## config.mk

```make
export PLATFORM = sky130hd
export DESIGN_NAME = infix_to_postfix_converter
export DESIGN_NICKNAME = d
export VERILOG_FILES = /design/src/rtl/itp_pkg.sv /design/src/rtl/itp_ram.sv /design/src/rtl/itp_emit_buf.sv /design/src/rtl/itp_seq.sv /design/src/rtl/infix_to_postfix_converter.sv
export SDC_FILE = /design/constraint.sdc
export NUM_CORES = 1
export LEC_CHECK = 0
export BUFFER_PORTS_ARGS = -buffer_cell sky130_fd_sc_hd__buf_4
export CAP_MARGIN = 10
export CORE_MARGIN = 4
export CORE_UTILIZATION = 40
export DETAILED_ROUTE_END_ITERATION = 12
export HOLD_SLACK_MARGIN = 0.08
export MAX_ROUTING_LAYER = met4
export PLACE_DENSITY = 0.65
export REMOVE_ABC_BUFFERS = 1
export SLEW_MARGIN = 20
export SYNTH_ARGS = -nofsm -noshare
export SYNTH_HDL_FRONTEND = slang
export SYNTH_HIERARCHICAL = 1
export SYNTH_SLANG_ARGS = --single-unit
```

## constraint.sdc

```tcl
create_clock -name clk -period 5.35 [get_ports clk]
set_input_delay 0.2675 -clock clk [delete_from_list [all_inputs] [get_ports clk]]
set_output_delay 0.2675 -clock clk [all_outputs]
set_load 0.01 [all_outputs]
```

## src/rtl/itp_pkg.sv

```systemverilog
// ----------------------------------------------------------------------------
// itp_pkg
// Shared types, token codes and precedence helpers for the infix-to-postfix
// converter.
// ----------------------------------------------------------------------------
package itp_pkg;

  localparam int STACK_DEPTH_DEF = 16;
  localparam int VALUE_WIDTH_DEF = 32;
  localparam int KIND_W          = 4;
  localparam int PREC_W          = 7;

  localparam logic [PREC_W-1:0] PREC_OPERAND = PREC_W'(100);
  localparam logic [PREC_W-1:0] PREC_FUNC    = PREC_W'(4);
  localparam logic [PREC_W-1:0] PREC_POWER   = PREC_W'(3);
  localparam logic [PREC_W-1:0] PREC_PRODUCT = PREC_W'(2);
  localparam logic [PREC_W-1:0] PREC_SUM     = PREC_W'(1);
  localparam logic [PREC_W-1:0] PREC_NONE    = PREC_W'(0);

  typedef enum logic [KIND_W-1:0] {
    K_NUM   = 4'd0,
    K_X     = 4'd1,
    K_OPEN  = 4'd2,
    K_CLOSE = 4'd3,
    K_ADD   = 4'd4,
    K_SUB   = 4'd5,
    K_MUL   = 4'd6,
    K_DIV   = 4'd7,
    K_POW   = 4'd8,
    K_NEG   = 4'd9,
    K_ABS   = 4'd10,
    K_SQRT  = 4'd11,
    K_SIN   = 4'd12,
    K_COS   = 4'd13,
    K_TAN   = 4'd14,
    K_END   = 4'd15
  } kind_t;

  // Request from the sequencer to the output buffer.
  typedef struct packed {
    logic  emit;
    logic  flush;
    logic  ovf;
    kind_t kind;
  } emit_req_t;

  function automatic logic [PREC_W-1:0] prec_of(kind_t k);
    logic [PREC_W-1:0] p;
    case (k)
      K_NUM, K_X:                         p = PREC_OPERAND;
      K_ADD, K_SUB:                       p = PREC_SUM;
      K_MUL, K_DIV:                       p = PREC_PRODUCT;
      K_POW, K_NEG:                       p = PREC_POWER;
      K_ABS, K_SQRT, K_SIN, K_COS, K_TAN: p = PREC_FUNC;
      default:                            p = PREC_NONE;
    endcase
    return p;
  endfunction

  function automatic logic left_assoc(kind_t k);
    return k inside {[K_ADD:K_DIV]};
  endfunction

endpackage

```

## src/rtl/itp_ram.sv

```systemverilog
// ----------------------------------------------------------------------------
// itp_ram
// Generic single-write, single-read RAM with registered read data.
// ----------------------------------------------------------------------------
module itp_ram #(
  parameter int WIDTH = 36,
  parameter int DEPTH = 16,
  localparam int AW   = (DEPTH > 1) ? $clog2(DEPTH) : 1
) (
  input  logic             clk,
  input  logic             we,
  input  logic [AW-1:0]    waddr,
  input  logic [WIDTH-1:0] wdata,
  input  logic [AW-1:0]    raddr,
  output logic [WIDTH-1:0] rdata
);

  logic [WIDTH-1:0] mem [DEPTH];

  always_ff @(posedge clk) begin
    if (we) begin
      mem[waddr] <= wdata;
    end
    rdata <= mem[raddr];
  end

endmodule

```

## src/rtl/itp_emit_buf.sv

```systemverilog
// ----------------------------------------------------------------------------
// itp_emit_buf
// Output stage: one hold slot plus the output register. A word waits in the
// hold slot until the next word or the end of the item tells whether it is
// the last one of the run.
// ----------------------------------------------------------------------------
module itp_emit_buf import itp_pkg::*; #(
  parameter int VALUE_WIDTH = VALUE_WIDTH_DEF
) (
  input  logic                   clk,
  input  logic                   rst,
  input  emit_req_t              req,
  input  logic [VALUE_WIDTH-1:0] req_value,
  output logic                   buf_ready,
  output logic                   out_valid,
  input  logic                   out_stall,
  output logic [KIND_W-1:0]      out_kind,
  output logic [VALUE_WIDTH-1:0] out_value,
  output logic                   last_of_run,
  output logic                   overflow_error
);

  logic                   hold_valid;
  kind_t                  hold_kind;
  logic [VALUE_WIDTH-1:0] hold_value;
  logic                   hold_ovf;
  logic                   out_free;
  logic                   move;
  logic                   load;

  assign out_free  = !out_valid || !out_stall;
  assign buf_ready = !hold_valid || out_free;
  assign move      = hold_valid && out_free && (req.emit || req.flush);
  assign load      = req.emit && buf_ready;

  always_ff @(posedge clk) begin
    if (rst) begin
      hold_valid <= 1'b0;
      out_valid  <= 1'b0;
    end else begin
      if (move) begin
        out_valid <= 1'b1;
      end else if (!out_stall) begin
        out_valid <= 1'b0;
      end
      if (load) begin
        hold_valid <= 1'b1;
      end else if (move) begin
        hold_valid <= 1'b0;
      end
    end
  end

  always_ff @(posedge clk) begin
    if (move) begin
      out_kind       <= hold_kind;
      out_value      <= hold_value;
      overflow_error <= hold_ovf;
      last_of_run    <= req.flush;
    end
    if (load) begin
      hold_kind  <= req.kind;
      hold_value <= req_value;
      hold_ovf   <= req.ovf;
    end
  end

endmodule

```

## src/rtl/itp_seq.sv

```systemverilog
// ----------------------------------------------------------------------------
// itp_seq
// Token sequencer: owns the stack count and runs the precedence compare on
// each top; walks the RAM stack one entry per cycle while buf_ready is high.
// ----------------------------------------------------------------------------
module itp_seq import itp_pkg::*; #(
  parameter int STACK_DEPTH = STACK_DEPTH_DEF,
  parameter int VALUE_WIDTH = VALUE_WIDTH_DEF,
  localparam int AW = (STACK_DEPTH > 1) ? $clog2(STACK_DEPTH) : 1,
  localparam int CW = $clog2(STACK_DEPTH + 1),
  localparam int EW = KIND_W + VALUE_WIDTH
) (
  input  logic                   clk,
  input  logic                   rst,
  input  logic                   in_valid,
  output logic                   in_stall,
  input  kind_t                  in_kind,
  input  logic [VALUE_WIDTH-1:0] in_value,
  output logic                   ram_we,
  output logic [AW-1:0]          ram_waddr,
  output logic [EW-1:0]          ram_wdata,
  output logic [AW-1:0]          ram_raddr,
  input  logic [EW-1:0]          ram_rdata,
  output emit_req_t              req,
  output logic [VALUE_WIDTH-1:0] req_value,
  input  logic                   buf_ready
);

  typedef enum logic [4:0] {
    S_INIT = 5'b00001,
    S_IDLE = 5'b00010,
    S_EVAL = 5'b00100,
    S_PUSH = 5'b01000,
    S_FIN  = 5'b10000
  } state_t;

  state_t                 state, state_next;
  logic [CW-1:0]          cnt, cnt_next;
  kind_t                  kind, kind_next;
  logic [VALUE_WIDTH-1:0] value, value_next;

  kind_t                  top_kind;
  logic [VALUE_WIDTH-1:0] top_value;
  logic [PREC_W-1:0]      p, q;
  logic [CW-1:0]          cnt_m1, cnt_m2;
  logic                   empty;
  logic                   stop;
  logic                   pop;
  logic                   need_emit;

  assign top_kind  = kind_t'(ram_rdata[EW-1 -: KIND_W]);
  assign top_value = ram_rdata[VALUE_WIDTH-1:0];
  assign p         = prec_of(kind);
  assign q         = prec_of(top_kind);
  assign cnt_m1    = cnt - CW'(1);
  assign cnt_m2    = cnt - CW'(2);
  assign empty     = (cnt == '0);
  assign need_emit = (top_kind != K_OPEN);
  assign in_stall  = (state != S_IDLE);

  // Keep the top in the read register unless it is popped this cycle.
  assign ram_raddr = pop ? cnt_m2[AW-1:0] : cnt_m1[AW-1:0];

  always_comb begin
    case (kind)
      K_CLOSE: stop = empty || (top_kind == K_OPEN);
      K_END:   stop = empty;
      default: stop = empty || !((q > p) || ((q == p) && left_assoc(kind)));
    endcase
  end

  always_comb begin
    state_next = state;
    cnt_next   = cnt;
    kind_next  = kind;
    value_next = value;
    ram_we     = 1'b0;
    ram_waddr  = cnt[AW-1:0];
    ram_wdata  = {kind, value};
    req        = '0;
    req.kind   = top_kind;
    req_value  = top_value;
    pop        = 1'b0;
    case (state)
      S_INIT: begin
        ram_we     = 1'b1;
        ram_waddr  = '0;
        ram_wdata  = {K_OPEN, {VALUE_WIDTH{1'b0}}};
        cnt_next   = CW'(1);
        state_next = S_IDLE;
      end
      S_IDLE: begin
        if (in_valid) begin
          kind_next  = in_kind;
          value_next = (in_kind == K_NUM) ? in_value : '0;
          if (in_kind inside {K_NUM, K_X, K_OPEN}) begin
            state_next = S_PUSH;
          end else begin
            state_next = S_EVAL;
          end
        end
      end
      S_EVAL: begin
        if (stop) begin
          case (kind)
            K_CLOSE: begin
              // drop the matching open
              if (!empty) begin
                cnt_next = cnt_m1;
              end
              state_next = S_FIN;
            end
            K_END: begin
              // re-seed the open marker
              ram_we     = 1'b1;
              ram_waddr  = '0;
              ram_wdata  = {K_OPEN, {VALUE_WIDTH{1'b0}}};
              cnt_next   = CW'(1);
              state_next = S_FIN;
            end
            default: state_next = S_PUSH;
          endcase
        end else if (!need_emit || buf_ready) begin
          pop      = 1'b1;
          cnt_next = cnt_m1;
          req.emit = need_emit;
        end
      end
      S_PUSH: begin
        if (cnt < CW'(STACK_DEPTH)) begin
          ram_we     = 1'b1;
          cnt_next   = cnt + CW'(1);
          state_next = S_FIN;
        end else if (buf_ready) begin
          // stack full: report the dropped token
          req.emit   = 1'b1;
          req.ovf    = 1'b1;
          req.kind   = kind;
          req_value  = value;
          state_next = S_FIN;
        end
      end
      S_FIN: begin
        req.flush = 1'b1;
        if (buf_ready) begin
          state_next = S_IDLE;
        end
      end
      default: state_next = S_INIT;
    endcase
  end

  always_ff @(posedge clk) begin
    if (rst) begin
      state <= S_INIT;
      cnt   <= '0;
    end else begin
      state <= state_next;
      cnt   <= cnt_next;
    end
  end

  always_ff @(posedge clk) begin
    kind  <= kind_next;
    value <= value_next;
  end

endmodule

```

## src/rtl/infix_to_postfix_converter.sv

```systemverilog
// ----------------------------------------------------------------------------
// infix_to_postfix_converter
// Shunting-yard converter from classified infix tokens to postfix words.
// ----------------------------------------------------------------------------
// One token word is taken at a time; in_stall stays high while it is
// processed. A pushed token (num, x, open) goes through the push and finish
// states. A close, an operator or an end goes through the evaluate state,
// which pops one stack entry per cycle while the output buffer is ready, and
// then the finish state; an operator goes through the push state in between.
// The operator stack is a RAM with a registered read port. Postfix words
// leave through a hold slot and an output register, so the next token is
// accepted while a result word still waits; a stalled output holds the
// sequencer only when both are full. The last word of each token carries
// last_of_run. After reset the block seeds the open marker before any token.
module infix_to_postfix_converter import itp_pkg::*; #(
  parameter int STACK_DEPTH = STACK_DEPTH_DEF,
  parameter int VALUE_WIDTH = VALUE_WIDTH_DEF
) (
  input  logic                   clk,
  input  logic                   rst,
  input  logic                   in_valid,
  output logic                   in_stall,
  input  logic [KIND_W-1:0]      func,
  input  logic [VALUE_WIDTH-1:0] literal_value,
  output logic                   out_valid,
  input  logic                   out_stall,
  output logic [KIND_W-1:0]      out_kind,
  output logic [VALUE_WIDTH-1:0] out_value,
  output logic                   last_of_run,
  output logic                   overflow_error
);

  localparam int AW = (STACK_DEPTH > 1) ? $clog2(STACK_DEPTH) : 1;
  localparam int EW = KIND_W + VALUE_WIDTH;

  logic                   ram_we;
  logic [AW-1:0]          ram_waddr;
  logic [EW-1:0]          ram_wdata;
  logic [AW-1:0]          ram_raddr;
  logic [EW-1:0]          ram_rdata;
  emit_req_t              req;
  logic [VALUE_WIDTH-1:0] req_value;
  logic                   buf_ready;

  itp_seq #(
    .STACK_DEPTH (STACK_DEPTH),
    .VALUE_WIDTH (VALUE_WIDTH)
  ) u_seq (
    .clk       (clk),
    .rst       (rst),
    .in_valid  (in_valid),
    .in_stall  (in_stall),
    .in_kind   (kind_t'(func)),
    .in_value  (literal_value),
    .ram_we    (ram_we),
    .ram_waddr (ram_waddr),
    .ram_wdata (ram_wdata),
    .ram_raddr (ram_raddr),
    .ram_rdata (ram_rdata),
    .req       (req),
    .req_value (req_value),
    .buf_ready (buf_ready)
  );

  itp_ram #(
    .WIDTH (EW),
    .DEPTH (STACK_DEPTH)
  ) u_stack (
    .clk   (clk),
    .we    (ram_we),
    .waddr (ram_waddr),
    .wdata (ram_wdata),
    .raddr (ram_raddr),
    .rdata (ram_rdata)
  );

  itp_emit_buf #(
    .VALUE_WIDTH (VALUE_WIDTH)
  ) u_emit (
    .clk            (clk),
    .rst            (rst),
    .req            (req),
    .req_value      (req_value),
    .buf_ready      (buf_ready),
    .out_valid      (out_valid),
    .out_stall      (out_stall),
    .out_kind       (out_kind),
    .out_value      (out_value),
    .last_of_run    (last_of_run),
    .overflow_error (overflow_error)
  );

endmodule
```

# Word level (Yosys, flattened, before mapping)
# Memories as Yosys holds them, arrays and structs flattened. A register that Yosys moved wholly into a read port is not among the register bits.
# Cells that the tools add are included.
# classes
add_sub_neg,3
mul,0
n_div,0
order_cmp,4
eq_ne,22
n_shift,0
n_mux,48
bitwise_logic,1
n_reduce_logical,27
# ops
operator,n
$mux W32,3
$mux W36,2
$pmux W36 S2,1
$mux W5,11
$mux W4,7
$pmux W5 S5,1
$mux W1,17
$pmux W5 S3,1
$eq A4 B2 Y1 const B,3
$pmux W5 S2,1
$ne A2 B1 Y1 const B,4
$ne A4 B4 Y1 const B,2
$pmux W4 S2,1
$eq A7 B7 Y1,1
$gt A7 B7 Y1,1
$logic_or A1 B1 Y1,7
$ne A3 B1 Y1 const B,2
$reduce_bool A3 Y1,2
$add A5 B1 Y5 const B,1
$eq A5 B1 Y1 const B,1
$eq A5 B2 Y1 const B,1
$eq A5 B3 Y1 const B,1
$eq A5 B4 Y1 const B,1
$eq A5 B5 Y1 const B,1
other kinds (22),32
# word_totals
register_bits,123
latch_bits,0
ramBits,576
romBits,160
in_bits,40
output_inout_bits,40
wordCells,121
n_memories,3
# mem_list
name,depth,width,rd,rd_ports_with_merged_regs,wr,line,source
u_stack.mem,16,36,1,1,1,itp_ram.sv:18,logic [WIDTH-1:0] mem [DEPTH];
(no name shown),16,5,1,0,0,itp_pkg.sv:49,case (k)
(no name shown),16,5,1,1,0,itp_pkg.sv:49,

# Logic depth before layout (Yosys ltp)
# Gate-level depths: netlist of the first run.
# logic_depth
word_depth,13
depth_mapped,16

# Cells and area by module
# The synthesis of the first run kept the hierarchy.
# modules_own_cells
module,n_inst,cells_per_inst,area_each_um2,seq_area_each_um2
itp_ram,1,938,22318.9,18017.3
itp_seq,1,329,3429.5,1361.3
itp_emit_buf,1,86,2344.7,2292.2

# Least setup slack after synthesis of the first run
# Ideal clock, no wire load.
# synth_path
path_type,register -> register
start,register u_seq.cnt[0]
end,"memory u_stack.mem[0][0], enable pin"
setup_time_ns,0.474
arrival_ns,4.539
path_slack_ns,0.337
stages_incl_launch_ff,9
n_path_buf,1
period_less_slack_ns,5.013
cell_sequence,dfxtp_1 inv_1 ha_1 nor4b_4 nand3_1 clkbuf_1 o211ai_1 or3b_2 nor3_1
# synth_via
elab_chain_cells,7
word_cells_on_any_way,13
cone_classes,order compare: 1; mux: 9; reduce/logical: 3
# synth_lines
item,line,source
"start, declared",itp_seq.sv:38,"logic [CW-1:0] cnt, cnt_next;"
"start signal, assigned",itp_seq.sv:159,cnt <= cnt_next;
"parallel branches: the longest is 4 deep, another holds $lt A5 B5 Y1",--,
$pmux W1 S3 *,itp_seq.sv:84,case (state)
net ram_we,infix_to_postfix_converter.sv:36,logic ram_we;
$mux W1 *,itp_ram.sv:21,if (we) begin
$mux W1 (implied by the code) *,itp_ram.sv:22,mem[waddr] <= wdata;
"end, declared",itp_ram.sv:18,
# Mark *: on every way through the listed nets, which the timed path passes.

# Worst setup path in the final report of the first run
# layout_path
start,register u_stack.rdata[34] (read register of u_stack.mem)
end,register u_stack.rdata[7] (read register of u_stack.mem)
# layout_via
elab_chain_cells,10
word_cells_on_any_way,17
cone_classes,order compare: 1; eq/ne: 3; mux: 5; reduce/logical: 7; memory: 1
# layout_lines
item,line,source
"start, declared",itp_ram.sv:15,output logic [WIDTH-1:0] rdata
"parallel branches: the longest is 7 deep, another holds $gt A7 B7 Y1",--,
$mux W1 *,itp_seq.sv:104,if (stop) begin
$mux W1 *,itp_seq.sv:84,
$mux W4 *,itp_seq.sv:62,assign ram_raddr = pop ? cnt_m2[AW-1:0] : cnt_m1[AW-1:0];
net ram_raddr[0],infix_to_postfix_converter.sv:39,logic [AW-1:0] ram_raddr;
# Marks and branches as above.
# A chain may end at the register's enable or synchronous reset.

==> results of run 1 <==
-- area by class of cell --
class / instances / area (um^2) / share of cell area
multi-input combinational: 534 / 6210 / 0.188
timing repair buffer: 157 / 1440 / 0.0435
clock buffer: 95 / 2100 / 0.0634
inverter: 15 / 56.3 / 0.00170
antenna: 1 / 2.50 / 0.0000756
tap: 931 / 1160 / 0.0352
sequential: 739 / 21700 / 0.655
clock inverter: 46 / 439 / 0.0133
-- power by group --
| part | switching, W | internal, W |
|---|---|---|
| Sequential | 0.000149 | 0.00688 |
| Combinational | 0.00136 | 0.00102 |
| Clock | 0.00218 | 0.00313 |
| Total | 0.00369 | 0.0110 |
-- synthesized netlist by cell type, types with 2 or more instances --
library cell and count:
o31ai_1 3, xnor2_1 4, a221oi_1 3, and3_1 38
nor4b_4 2, and2_1 39, mux2i_1 8, nand2b_1 8
mux2_2 28, nor2b_1 6, a211oi_1 4, buf_2 21
dfxtp_1 52, a22oi_1 73, o21ai_0 9, nor3_1 11
or3_4 2, or2b_2 2, nor2_1 21, mux2_1 9
buf_1 2, inv_1 15, mux4_2 144, edfxtp_1 687
buf_6 9, nand3b_1 5, nand3_1 11, nand2_1 49
a211o_1 3, a21oi_1 8, a311oi_1 2, clkbuf_1 33
ha_1 9, a31oi_1 2
-- state kept, by name (all words and copies together), names as in the netlist --
register	count
u_emit/hold_kind	4
u_emit/hold_ovf	1
u_emit/hold_valid	1
u_emit/hold_value	32
u_emit/last_of_run	1
u_emit/out_kind	4
u_emit/out_valid	1
u_emit/out_value	32
u_emit/overflow_error	1
u_seq/cnt	5
u_seq/kind	4
u_seq/p	4
u_seq/state	5
u_seq/value	32
u_stack/mem	576
u_stack/rdata	36
-- logic make-up after synthesis --
kind of cell | Yosys count | share of synthesized area
flip-flops | 739 | 0.771
XOR/XNOR | 4 | 0.00125
buffers and inverters | 80 | 0.0140
AO/OA/AOI/OAI | 125 | 0.0344
multiplexers | 189 | 0.133
adder cells (fa/ha/maj) | 9 | 0.00401
AND/OR/NAND/NOR | 207 | 0.0418
-- metal layers --
layer	share of wire	wire length, um
met1	0.43	26900
met2	0.48	30400
met5	0	0
met4	0.016	988
met3	0.072	4520
-- layout by cell type, fill, tap and decap left out, types with 3 or more instances in the layout --
master and n:
edfxtp_1 687, mux4_2 144, buf_4 105, clkbuf_16 79, a22oi_1 73, dfxtp_1 52
nand2_1 49, dlygate4sd3_1 39, and3_1 38, and2_1 37, mux2_2 28, clkinv_2 16
inv_1 15, nor2_4 14, buf_12 13, clkinv_1 12, clkbuf_1 10, nand3_1 10
o21ai_0 9, mux2_1 9, ha_1 9, nor2_1 8, nand2b_1 8, bufinv_16 7
a21oi_1 7, nor3_1 7, mux2i_1 7, clkbuf_8 6, clkinvlp_4 6, nor3_2 5
nand3b_1 5, nor2b_1 4, a211oi_1 4, a221oi_1 3, a211o_1 3, o31ai_1 3
xnor2_1 3
-- final timing paths --
path,end,startpoint
max,u_stack/rdata[7],u_stack/rdata[34]
min,u_emit/out_value[7],u_emit/hold_value[7]
max reg2reg,u_stack/rdata[7],u_stack/rdata[34]
min reg2reg,u_emit/out_value[7],u_emit/hold_value[7]
-- per-stage QoR --
| step | std cells | hold slack (ns) | TNS (ns) | setup slack (ns) | instance area [um^2] |
|---|---|---|---|---|---|
| 3_3_place_gp | 2337 | 0.403 | 0 | 1.01 | 30200 |
| 4_1_cts | 2517 | 0.388 | 0 | 0.871 | 33100 |
| 2_1_floorplan | 1288 | 0.334 | -410.87 | -11.32 | 27800 |
| 5_1_grt | 2517 | 0.410 | 0 | 0.572 | 33100 |
| 6_report | 2518 | 0.418 | 0 | 0.916 | 33100 |
| 3_5_place_dp | 2337 | 0.406 | 0 | 0.905 | 30200 |
==> out/results.ini, run 1 <==
[timing]
setup_viol = 0
layout_min_cycle_time_ns = 4.43
drv_slew = 0
slew_headroom = 0.361
clock.fmax_mhz = 226
finalHoldViolations = 0
clock_skew_ns = 0.0248
worstMarginPinSlew_ns = 0.956
rsz0062_at_grt = no
post-route-period-util = 0.829

[route]
route.detailed.drc = 0
postRouteAntennaNets = 0
drt_iter0_markers = 1361
drt_first_pass_iters = 5
via_count = 13800
via_per_inst = 5.48
wire_per_inst_um = 25.0
routed_wl_um = 62800

[critical_path]
slowest_delay_ns = 0.58
slowest_stage = mux4_2
path_cells = nor2b_1 > o21bai_1 > ha_1 > and3_1 > and3_4 > a211o_1 > a211oi_2 > o211ai_4 > xnor2_2 > buf_4 > buf_12 > mux4_2 > a22oi_1 > nand2_1
cp_top_family = compound AO/OA/AOI/OAI gates
cp.required_ns = 5.84
cp_max_fo = 75
rr_worst_depth = 14
critPathBufInv = 2
critPathLaunchType = register
arrival_ns = 4.92
cp.depth = 14
endpoint_kind = register
worst-setup-path-type = register to register
r2r_slack_ns = 0.92

[outcome]
status = finished clean

[yosys]
async_flop_share = 0
synth-edff-count = 687
ys_seq_elements = 739
yosys.area.top_type = edfxtp_1
synth_flop_cell = edfxtp_1
netlist_top_cells_area = edfxtp_1, mux4_2, dfxtp_1, a22oi_1, mux2_2
synthCells = 1353
synth_area_mm2 = 0.0281
avgSynthCellArea_um2 = 20.8
synth_seq_area_share = 0.771
ys_warn_count = 6
synth_top_area_frac = 0.734
synth.distinct_cells = 65

[run]
drv_cap = 0

[power]
powerDensity_mw_per_mm2 = 445
power.total_w = 0.0147
p_leak_nw = 11.0
peakVddDrop_uv = 258

[global_route]
met1_usage = 0.239
met2_usage = 0.277
grt-busiest-layer = met2
antenna_found_initial = 1
grt_pass1_vias = 14300
grt_pass1_wl_um = 94000
grt_max_degree = 97
use_met3 = 0.0285
grt-ovfl-total = 0
grt_usage = 0.175

[cts]
cts_buffers = 77
cts-root-buf = clkbuf_16
post_cts_buffers = 0
holdBufCountCts = 39
cts-htree-levels = 3
path_clk_slew_ns = 0.06
clkLatencyLatePin_ns = 0.61
cts.repair.resized = 0
cts_tree = yes
clockBufferDepth = 3
cts_sinks = 739

[placement]
port_buffers = 79
gp_congestion = 0.760
hpwl_um = 32800

[floorplan]
die_w_um = 273
pin_count = 80
die_y_um = 273
start_util = 0.407
std_cell_rows = 96
die_area_mm2 = 0.0745
coreArea_mm2 = 0.0691

[layout]
layout-drive-gt1-share = 0.286
finish.utilization = 0.479
fin_nets = 1573
fillers = 5596
area_growth_pct = 17.8

[hold_path]
min_delay_path_depth = 0
hp-class = register to register

Power figures use the tool's default switching activity.
==> inputs of run 2 (changes only) <==
Settings changed: PLACE_DENSITY 0.65 to 0.63.
Clock period 5.35 ns to 4.2 ns, I/O delays scaled along.
==> run 2 against run 1 <==
Clock skew increased by 0.010 ns. First-iteration DRC count grew 6.0%. Register-to-register slack worse by 0.73 ns. Clock power rose by 23%. Non-clock buffer count is 41 higher. Final cell count rose by 1.6%. Die area unchanged. Utilization up 0.78 points. Power increased by 29%. Critical path type unchanged.
==> out/results.ini, run 2 (synthesis results as in run 1) <==
[outcome]
status = finished clean

[power]
power.total_w = 0.0190
peakVddDrop_uv = 293
p_leak_nw = 11.3
powerDensity_mw_per_mm2 = 564

[cts]
cts-root-buf = clkbuf_16
clockBufferDepth = 3
cts_buffers = 75
clkLatencyLatePin_ns = 0.62
cts_sinks = 739
cts-htree-levels = 3
path_clk_slew_ns = 0.06
cts_tree = yes

[global_route]
grt_usage = 0.174
grt_pass1_vias = 14400
grt_pass1_wl_um = 94200
grt_max_degree = 53
grt-ovfl-total = 0
antenna_found_initial = 1

[timing]
rsz0062_at_grt = yes
slew_headroom = 0.306
drv_slew = 0
clock.fmax_mhz = 249
clock_skew_ns = 0.0352
worstMarginPinSlew_ns = 1.04
post-route-period-util = 0.957
finalHoldViolations = 0
setup_viol = 0
layout_min_cycle_time_ns = 4.02

[layout]
largest_reg_flops = 576
layout.cells.non_filler = 2558
final_cell_mix = edfxtp_1, mux4_2, buf_4
layout_commonest_cell = edfxtp_1
fillers = 5616
layout-drive-gt1-share = 0.310
top_register = u_stack/mem
area_growth_pct = 19.7
largestRegisters = u_stack/mem x576, u_stack/rdata x36
fin_nets = 1614

[floorplan]
pin_count = 80
std_cell_rows = 96
start_util = 0.407
die_area_mm2 = 0.0745
die_w_um = 273
die_y_um = 273
coreArea_mm2 = 0.0691

[route]
drt_first_pass_iters = 5
route.detailed.drc = 0
postRouteAntennaNets = 0
wire_per_inst_um = 25.3
via_count = 14000
routed_wl_um = 64800
drt_iter0_markers = 1443
via_per_inst = 5.48

[run]
drv_cap = 0

[critical_path]
slowest_stage = mux4_2
arrival_ns = 4.51
cp.required_ns = 4.69
critPathLaunchType = register
cp_max_fo = 14
setup.worst_path.end = u_stack/rdata[11]
r2r-start = u_stack/rdata[33]
endpoint_kind = register
rr_worst_depth = 15
r2r_slack_ns = 0.18
rr_endpoint = u_stack/rdata[11]
worst-setup-path-type = register to register
crit_top_cell = clkbuf_16
startpoint = u_stack/rdata[33]
path_cells = nor2_1 > a221oi_1 > ha_1 > and3_1 > and3_4 > a211o_1 > a211oi_4 > o211ai_4 > buf_4 > xnor2_4 > clkbuf_16 > clkbuf_16 > mux4_2 > a22oi_1 > nand2_1
slowest_delay_ns = 0.52

[placement]
dp_cells = 2366
gp_congestion = 0.738
port_buffers = 79
hpwl_um = 33900

[hold_path]
hp-class = input port to register

==> run 2: cell types whose count changed in the layout (fill, tap and decap cells not counted), sizes merged <==
cell,previous run,this run
buf,118,151
clkinv,31,34
bufinv,7,5
clkbuf,95,97
clkinvlp,6,4
inv,17,19
diode,1,2
dlygate4sd3,39,40
nor2,22,23
nor2b,6,7
==> run 2: cell type report <==
type	count	area, um^2	area share
Sequential cell	739	21700	0.645
Multi-Input combinational cell	536	6300	0.187
Clock buffer	90	2020	0.0600
Timing Repair Buffer	198	2000	0.0596
Tap cell	931	1160	0.0346
Clock inverter	47	405	0.0121
Inverter	15	56.3	0.00167
Antenna cell	2	5.00	0.000149
==> run 2: timing repair <==
item	4_1_cts	5_1_grt
pin swaps	0	1
cloned	0	10
gates resized for setup	1	19
hold buffers	40	0
buffers inserted	0	3
endpoints found under the setup margin	1	29
endpoints found under the hold margin	52	0
==> run 2: critical path, delay by kind of cell, from the launching register on <==
family                     cells  cell delay, ns
xor gates and xnor gates       1            0.23
AOI/OAI and AO/OA              5            1.20
adders and majority gates      1            0.30
buffers and inverters          3            0.68
muxes                          1            0.52
and+or+nand+nor                4            0.51
DFF                            1            0.44
==> run 2: report_power, final <==
group	total, W	internal [W]	switching [W]	leakage (nW)
sequential	0.00894	0.00876	0.000186	6.73
combinational	0.00348	0.00154	0.00194	3.33
clock	0.00655	0.00376	0.00279	1.19
==> run 2: through the flow <==
| step | setup slack [ns] | utilization | cell area [um^2] | hold slack [ns] | TNS (ns) |
|---|---|---|---|---|---|
| 2_1_floorplan | -12.47 | - | 27800 | 0.276 | -651.42 |
| 3_3_place_gp | 0.0757 | 0.441 | 30500 | 0.405 | 0 |
| 3_5_place_dp | 0.0105 | 0.441 | 30500 | 0.405 | 0 |
| 4_1_cts | 0.0706 | 0.482 | 33300 | 0.336 | 0 |
| 5_1_grt | -0.0267 | 0.487 | 33600 | 0.357 | -0.124 |
| 6_report | 0.182 | 0.487 | 33600 | 0.368 | 0 |
==> run 2: how the worst min path moves through the flow <==
stage | start | to | slack, ns | cells after the start
floorplan | rst | u_seq/state[3] | 0.28 | 1
global placement | u_emit/hold_value[30] | u_emit/out_value[30] | 0.41 | 0
detailed placement | u_emit/hold_value[25] | u_emit/out_value[25] | 0.40 | 0
CTS | func[3] | u_seq/kind[3] | 0.34 | 2
global route | func[3] | u_seq/kind[3] | 0.36 | 2
finish | func[0] | u_seq/kind[0] | 0.37 | 2
==> run 2: routing by layer <==
metal | global-route usage | wire length, um | share of wire | up-vias
met1 | 0.250 | 29400 | 0.45 | 7461
met4 | 0.0470 | 1460 | 0.023 | 0
met5 | - | 0 | 0 | -
met3 | 0.0266 | 4110 | 0.064 | 94
met2 | 0.262 | 29800 | 0.46 | 457
li1 | - | - | - | 6018
